<file path="src/rtl/v3alu_pkg.sv">
`default_nettype none

package v3alu_pkg;

    typedef enum logic [4:0] {
        ACT_ADD     = 5'd0,
        ACT_SUB     = 5'd1,
        ACT_MUL     = 5'd2,
        ACT_DIV     = 5'd3,
        ACT_SADD    = 5'd4,
        ACT_SSUB    = 5'd5,
        ACT_SMUL    = 5'd6,
        ACT_SDIV    = 5'd7,
        ACT_CROSS   = 5'd8,
        ACT_DOT     = 5'd9,
        ACT_LENGTH  = 5'd10,
        ACT_NORM    = 5'd11,
        ACT_REFLECT = 5'd12,
        ACT_EQ      = 5'd13,
        ACT_NE      = 5'd14,
        ACT_LE      = 5'd15,
        ACT_GE      = 5'd16
    } action_t;

    localparam int FX_W        = 32;
    localparam int PROD_W      = 2 * FX_W;
    localparam int SAT_W       = 72;
    localparam int SQRT_STAGES = FX_W;

    typedef logic signed [FX_W-1:0]   fx_t;
    typedef logic signed [PROD_W-1:0] prod_t;

    localparam fx_t FX_MAX = fx_t'(32'h7fff_ffff);
    localparam logic signed [SAT_W-1:0] SAT_HI = SAT_W'(FX_MAX);

    typedef struct packed {
        logic [4:0]   act;
        fx_t  [2:0]   a;
        fx_t  [2:0]   b;
        fx_t          s;
    } item_t;

    typedef struct packed {
        item_t        item;
        fx_t  [2:0]   r;
        fx_t          sc;
        logic         cmp;
    } side_t;

    typedef struct packed {
        fx_t  [2:0]   r;
        fx_t          sc;
        logic         cmp;
        logic         isdiv;
        logic [2:0]   neg;
    } tail_t;

    function automatic fx_t sat_fx(input logic signed [SAT_W-1:0] v);
        if (v > SAT_HI) begin
            return FX_MAX;
        end else if (v < ~SAT_HI) begin
            return ~FX_MAX;
        end
        return v[FX_W-1:0];
    endfunction

    function automatic logic [FX_W-1:0] abs_fx(input fx_t v);
        if (v[FX_W-1]) begin
            return $unsigned(-v);
        end
        return $unsigned(v);
    endfunction

endpackage

`default_nettype wire

</file>
<file path="src/rtl/v3alu_sqrt.sv">
`default_nettype none

module v3alu_sqrt (
    input  wire logic                                   aclk,
    input  wire logic                                   en,
    input  wire logic [2*v3alu_pkg::SQRT_STAGES-1:0]    rad,
    output logic      [v3alu_pkg::SQRT_STAGES-1:0]      root
);
    import v3alu_pkg::*;

    localparam int RAD_W  = 2 * SQRT_STAGES;
    localparam int ROOT_W = SQRT_STAGES;
    localparam int REM_W  = ROOT_W + 3;

    logic [REM_W-1:0]  rem_reg   [SQRT_STAGES];
    logic [ROOT_W-1:0] root_reg  [SQRT_STAGES];
    logic [RAD_W-1:0]  rad_reg   [SQRT_STAGES];
    logic [REM_W-1:0]  rem_next  [SQRT_STAGES];
    logic [ROOT_W-1:0] root_next [SQRT_STAGES];
    logic [RAD_W-1:0]  rad_next  [SQRT_STAGES];
    logic [REM_W-1:0]  rem_prev  [SQRT_STAGES];
    logic [ROOT_W-1:0] root_prev [SQRT_STAGES];
    logic [RAD_W-1:0]  rad_prev  [SQRT_STAGES];
    logic [REM_W-1:0]  rem_t     [SQRT_STAGES];
    logic [REM_W-1:0]  trial     [SQRT_STAGES];

    // Each stage brings down two radicand bits and settles one root bit.
    always_comb begin
        for (int k = 0; k < SQRT_STAGES; k++) begin
            if (k == 0) begin
                rem_prev[k]  = '0;
                root_prev[k] = '0;
                rad_prev[k]  = rad;
            end else begin
                rem_prev[k]  = rem_reg[k-1];
                root_prev[k] = root_reg[k-1];
                rad_prev[k]  = rad_reg[k-1];
            end
            rem_t[k] = {rem_prev[k][REM_W-3:0], rad_prev[k][RAD_W-1 -: 2]};
            trial[k] = {1'b0, root_prev[k], 2'b01};
            if (rem_t[k] >= trial[k]) begin
                rem_next[k]  = rem_t[k] - trial[k];
                root_next[k] = {root_prev[k][ROOT_W-2:0], 1'b1};
            end else begin
                rem_next[k]  = rem_t[k];
                root_next[k] = {root_prev[k][ROOT_W-2:0], 1'b0};
            end
            rad_next[k] = {rad_prev[k][RAD_W-3:0], 2'b00};
        end
    end

    always_ff @(posedge aclk) begin
        if (en) begin
            for (int k = 0; k < SQRT_STAGES; k++) begin
                rem_reg[k]  <= rem_next[k];
                root_reg[k] <= root_next[k];
                rad_reg[k]  <= rad_next[k];
            end
        end
    end

    assign root = root_reg[SQRT_STAGES-1];

endmodule

`default_nettype wire

</file>
<file path="config.mk">
export PLATFORM = sky130hd
export DESIGN_NAME = v3alu_sqrt
export DESIGN_NICKNAME = d
export VERILOG_FILES = /design/src/rtl/v3alu_pkg.sv /design/src/rtl/v3alu_sqrt.sv
export SDC_FILE = /design/constraint.sdc
export NUM_CORES = 2
export LEC_CHECK = 0
export CAP_MARGIN = 20
export CORE_MARGIN = 10
export CORE_UTILIZATION = 60
export CTS_BUF_LIST = sky130_fd_sc_hd__clkbuf_8 sky130_fd_sc_hd__clkbuf_16
export DETAILED_ROUTE_END_ITERATION = 10
export DONT_BUFFER_PORTS = 1
export MAX_ROUTING_LAYER = met4
export PLACE_DENSITY = 0.76
export SLEW_MARGIN = 25
export SYNTH_ARGS = -nofsm -noshare
export SYNTH_HDL_FRONTEND = slang
export SYNTH_MEMORY_MAX_BITS = 65536
export SYNTH_SLANG_ARGS = --single-unit
</file>
<file path="constraint.sdc">
create_clock -name aclk -period 5.3 [get_ports aclk]
set_input_delay 0.265 -clock aclk [delete_from_list [all_inputs] [get_ports aclk]]
set_output_delay 0.265 -clock aclk [all_outputs]
set_load 0.02 [all_outputs]
</file>
Word-level counts from Yosys, hierarchy flattened. Memory sizes are Yosys's and may differ from the RTL's. Index checks and enable logic that the tools add are counted.

Register bits: 0. Memories: 3. Word-level logic and storage cells: 133. Memory bits (writable): 4128. Output and inout bits: 32. Bits of input ports: 66.

$add $sub $neg: 32. $lt $le $gt $ge: 32. Multiplexer cells: 66.

Memory list: rad_reg (depth 32, bits a word 62, rd ports 31, clocked after memory_dff 0, write ports 32, line v3alu_sqrt.sv:17) `logic [RAD_W-1:0] rad_reg [SQRT_STAGES];`; rem_reg (depth 32, bits a word 35, rd ports 31, clocked after memory_dff 0, write ports 32, line v3alu_sqrt.sv:15) `logic [REM_W-1:0] rem_reg [SQRT_STAGES];`; root_reg (depth 32, bits a word 32, rd ports 32, clocked after memory_dff 0, write ports 32, line v3alu_sqrt.sv:16) `logic [ROOT_W-1:0] root_reg [SQRT_STAGES];`.

Operator list (count): $mux 35 (32); $ge 35x34->1 (31); $sub 35x34->35 (31); $mux 1 (34); $sub 2x1->3 const B (1); $ge 2x1->1 const B (1).

Longest topological paths before layout. An unclocked memory read counts as a cell.

Word-level depth: 3. Mapped depth: 15. Depth with buffers taken out: 13.

Least setup slack after synthesis. OpenSTA, ideal clock, no wires.

Path type: reg-to-reg. Start: memory rem_reg[0][265] in the netlist's numbering. End: memory rem_reg[0][286] in the netlist's numbering, data pin. Period minus slack after synthesis: 3.578 ns. Data required time: 5.040 ns. Cell stages (with the launch flop): 10. Data arrival time: 3.318 ns. Setup slack: 1.722 ns. Buffers on the path: 1. Library setup time: 0.260 ns. Cells stage by stage: edfxtp_1 > or4_1 > or4_1 > or3_1 > or2_1 > or4_1 > nor2_1 > o2111a_1 > buf_2 > mux2_2.

RTL lines (line): start: declaration (v3alu_sqrt.sv:15).

==> flow_summary.ini <==
[final_layout]
largest_reg_flops = 992
n_fill_cell = 13500
fin_nets = 9795
drive_above_1_share_pct = 6.33
area_delta_synth_final_pct = 11.1
utilization_pct = 67.0

[clocking]
insertion_delay_ns = 0.91
path_clk_slew_ns = 0.06
cts_tree = done
root_buffer = clkbuf_16
cts-htree-levels = 5
clockBufferDepth = 4
cts.sinks = 2494
cts_setup_buffers = 0
cts_buffers = 277
cts_resized = 0

[timing]
setup_viol = 0
hold_slack_ns = 0.0600
period_minus_slack_ns = 4.43
hold_viol = 0
slew_viol_final = 0
skew_ns = 0.0678
tns_ns = 0
relSlewSlack_pct = 17.9
layout_setup_ws_ns = 0.868
fmax_mhz = 226
max_slew.worst_pin.slew_ns = 1.23
post-route-period-util_pct = 83.6
rsz0062_at_grt = no

[die]
die_h_um = 459
rows = 161
start_util_pct = 60.3
die_w_um = 459
boundaryPins = 98
core-area_mm2 = 0.192
dieArea_mm2 = 0.211

[yosys]
yosysUniqueCellTypes = 90
synthFlopType = edfxtp_1
synth_top_cell_by_area = edfxtp_1
netlist.area_leader.share_pct = 64.7
yosysMostFrequentCell = edfxtp_1
ys_ff_latch = 2494
ys_seq_area_share_pct = 64.7
synth_fp_nets = 9519
async_reset_ff_share_pct = 0
syn-instance-count = 8892
ys_warn_count = 0
synthTopCellsByArea = edfxtp_1 (65%), ha_1 (6.1%), xor2_1 (3.1%), xnor2_1 (2.9%), a21oi_1 (2.3%)
avgSynthCellArea_um2 = 13.0
syn_area_mm2 = 0.116
synth-edff-count = 2494
synth_common_cells = edfxtp_1 (2494), inv_1 (694), nor2_1 (575)

[global_route]
grt_pass1_vias = 68900
antenna_found_initial = 2
grt_pass1_wl_mm = 374
grt_max_degree = 232
grt_overflow = 0
grt_usage_pct = 22.8

[detailed_routing]
routed_via_density = 5.87
dr.first_iter.drc_count = 6159
dr.pass1.iters = 8
wl_per_cell_um = 20.0
drc = 0
ant_nets = 0
num_vias = 69700
wl_mm = 237

[power]
p_leak_nw = 49.7
p_clk_share_pct = 31.8
combPwrFrac_pct = 20.5
seqPwrFrac_pct = 47.6
p_int_w = 0.0404
switchingPower_w = 0.0158
powerDensity_mw_per_mm2 = 436
p_sw_share_pct = 28.1
peakVddDrop_mv = 0.364

[worst_hold_path]
hp-class = in2reg

[place]
dpl.hpwl_mm = 162
pre_cts_ws_ns = 0.989
io_buffer_count = 0
gp_congestion = 0.953

[critical_path]
crit_type = reg2reg
arrival_ns = 5.06
end_kind = register
cp.required_ns = 5.93
cp-start-kind = register
path_max_fanout = 28

[outcome]
status = finished, final reports clean

[job]
maxCapViolCount = 0
-- per-layer routing --
layer | share of wire [%] | global-route usage [%] | vias to the layer above
met5 | 0 | - | -
met4 | 3.3 | 7.67 | 0
met3 | 4.6 | 3.29 | 511
met2 | 50 | 38.3 | 1823
met1 | 42 | 28.6 | 33800
li1 | - | - | 33500
-- worst max-delay path: stages, from the launching register on --
cell	delay [ns]
edfxtp_1	0.34
inv_1	0.05
ha_1	0.34
a211oi_1	0.34
o211ai_1	0.15
o21ai_0	0.37
o21ai_0	0.28
a311oi_1	0.64
o41ai_1	0.18
o31a_1	0.36
nor2b_4	0.52
buf_4	0.33
buf_4	0.15
o21ai_0	0.08
-- timing repair --
item                                    in CTS  in global routing
hold buffers                               127                  1
endpoints found under the setup margin       0                  0
endpoints found under the hold margin      357                123
-- per-stage QoR --
stage	instance area (µm²)	total power [W]	instances
detailed placement	119000	0.0383	11300
global route	129000	0.0589	11900
CTS	129000	0.0565	11900
floorplan	116000	0.0348	8892
global placement	119000	0.0381	11300
finish	129000	0.0561	11900
-- cells in the final DEF (no fill, tap or decap), types with 133 or more instances in the layout --
| master | count |
|---|---|
| edfxtp_1 | 2494 |
| xor2_1 | 406 |
| nand3_1 | 133 |
| a21o_1 | 270 |
| clkbuf_16 | 280 |
| xnor2_1 | 387 |
| inv_1 | 754 |
| nand2_1 | 558 |
| ha_1 | 561 |
| nor2_1 | 575 |
| o21ai_0 | 442 |
| nor3_1 | 229 |
| a21oi_1 | 526 |
-- kinds of logic after synthesis --
logic type	after synthesis	synth area share, %
XOR/XNOR	793	6.00
AO/OA/AOI/OAI	1790	9.69
other	1	0.00324
buffers and inverters	880	2.87
adder cells (fa/ha/maj)	561	6.06
flip-flops	2494	64.7
multiplexers	117	1.12
AND/OR/NAND/NOR	2256	9.58
-- layout make-up --
cell class              instances  area (µm²)  area share [%]
flip-flops and latches       2494       74900            58.2
repair buffers                179        2050            1.60
diodes                          1        2.50         0.00194
clock inverters               176        1320            1.02
multi-input cells            5518       37600            29.3
inverters                     698        2620            2.04
clock buffers                 280        7010            5.44
well taps                    2526        3160            2.46
-- worst paths after layout --
path                            slack, ns              end             start  depth (start not counted)
worst max-delay path                 0.87  rem_reg[1][477]  root_reg[1][387]                         13
worst min-delay path                 0.06   rad_reg[0][45]           rad[45]                          1
worst max register to register       0.87  rem_reg[1][477]  root_reg[1][387]                         13
worst min register to register       0.38  rad_reg[0][577]   rad_reg[0][513]                          0
-- power groups by stage --
stage / clock (W) / sequential [W] / combinational, W
floorplan: 0 / 0.0262 / 0.00856
global placement: 0 / 0.0271 / 0.0110
detailed placement: 0 / 0.0271 / 0.0112
CTS: 0.0183 / 0.0268 / 0.0114
global route: 0.0191 / 0.0270 / 0.0128
finish: 0.0179 / 0.0268 / 0.0115
(Power assumes the default switching activity.)
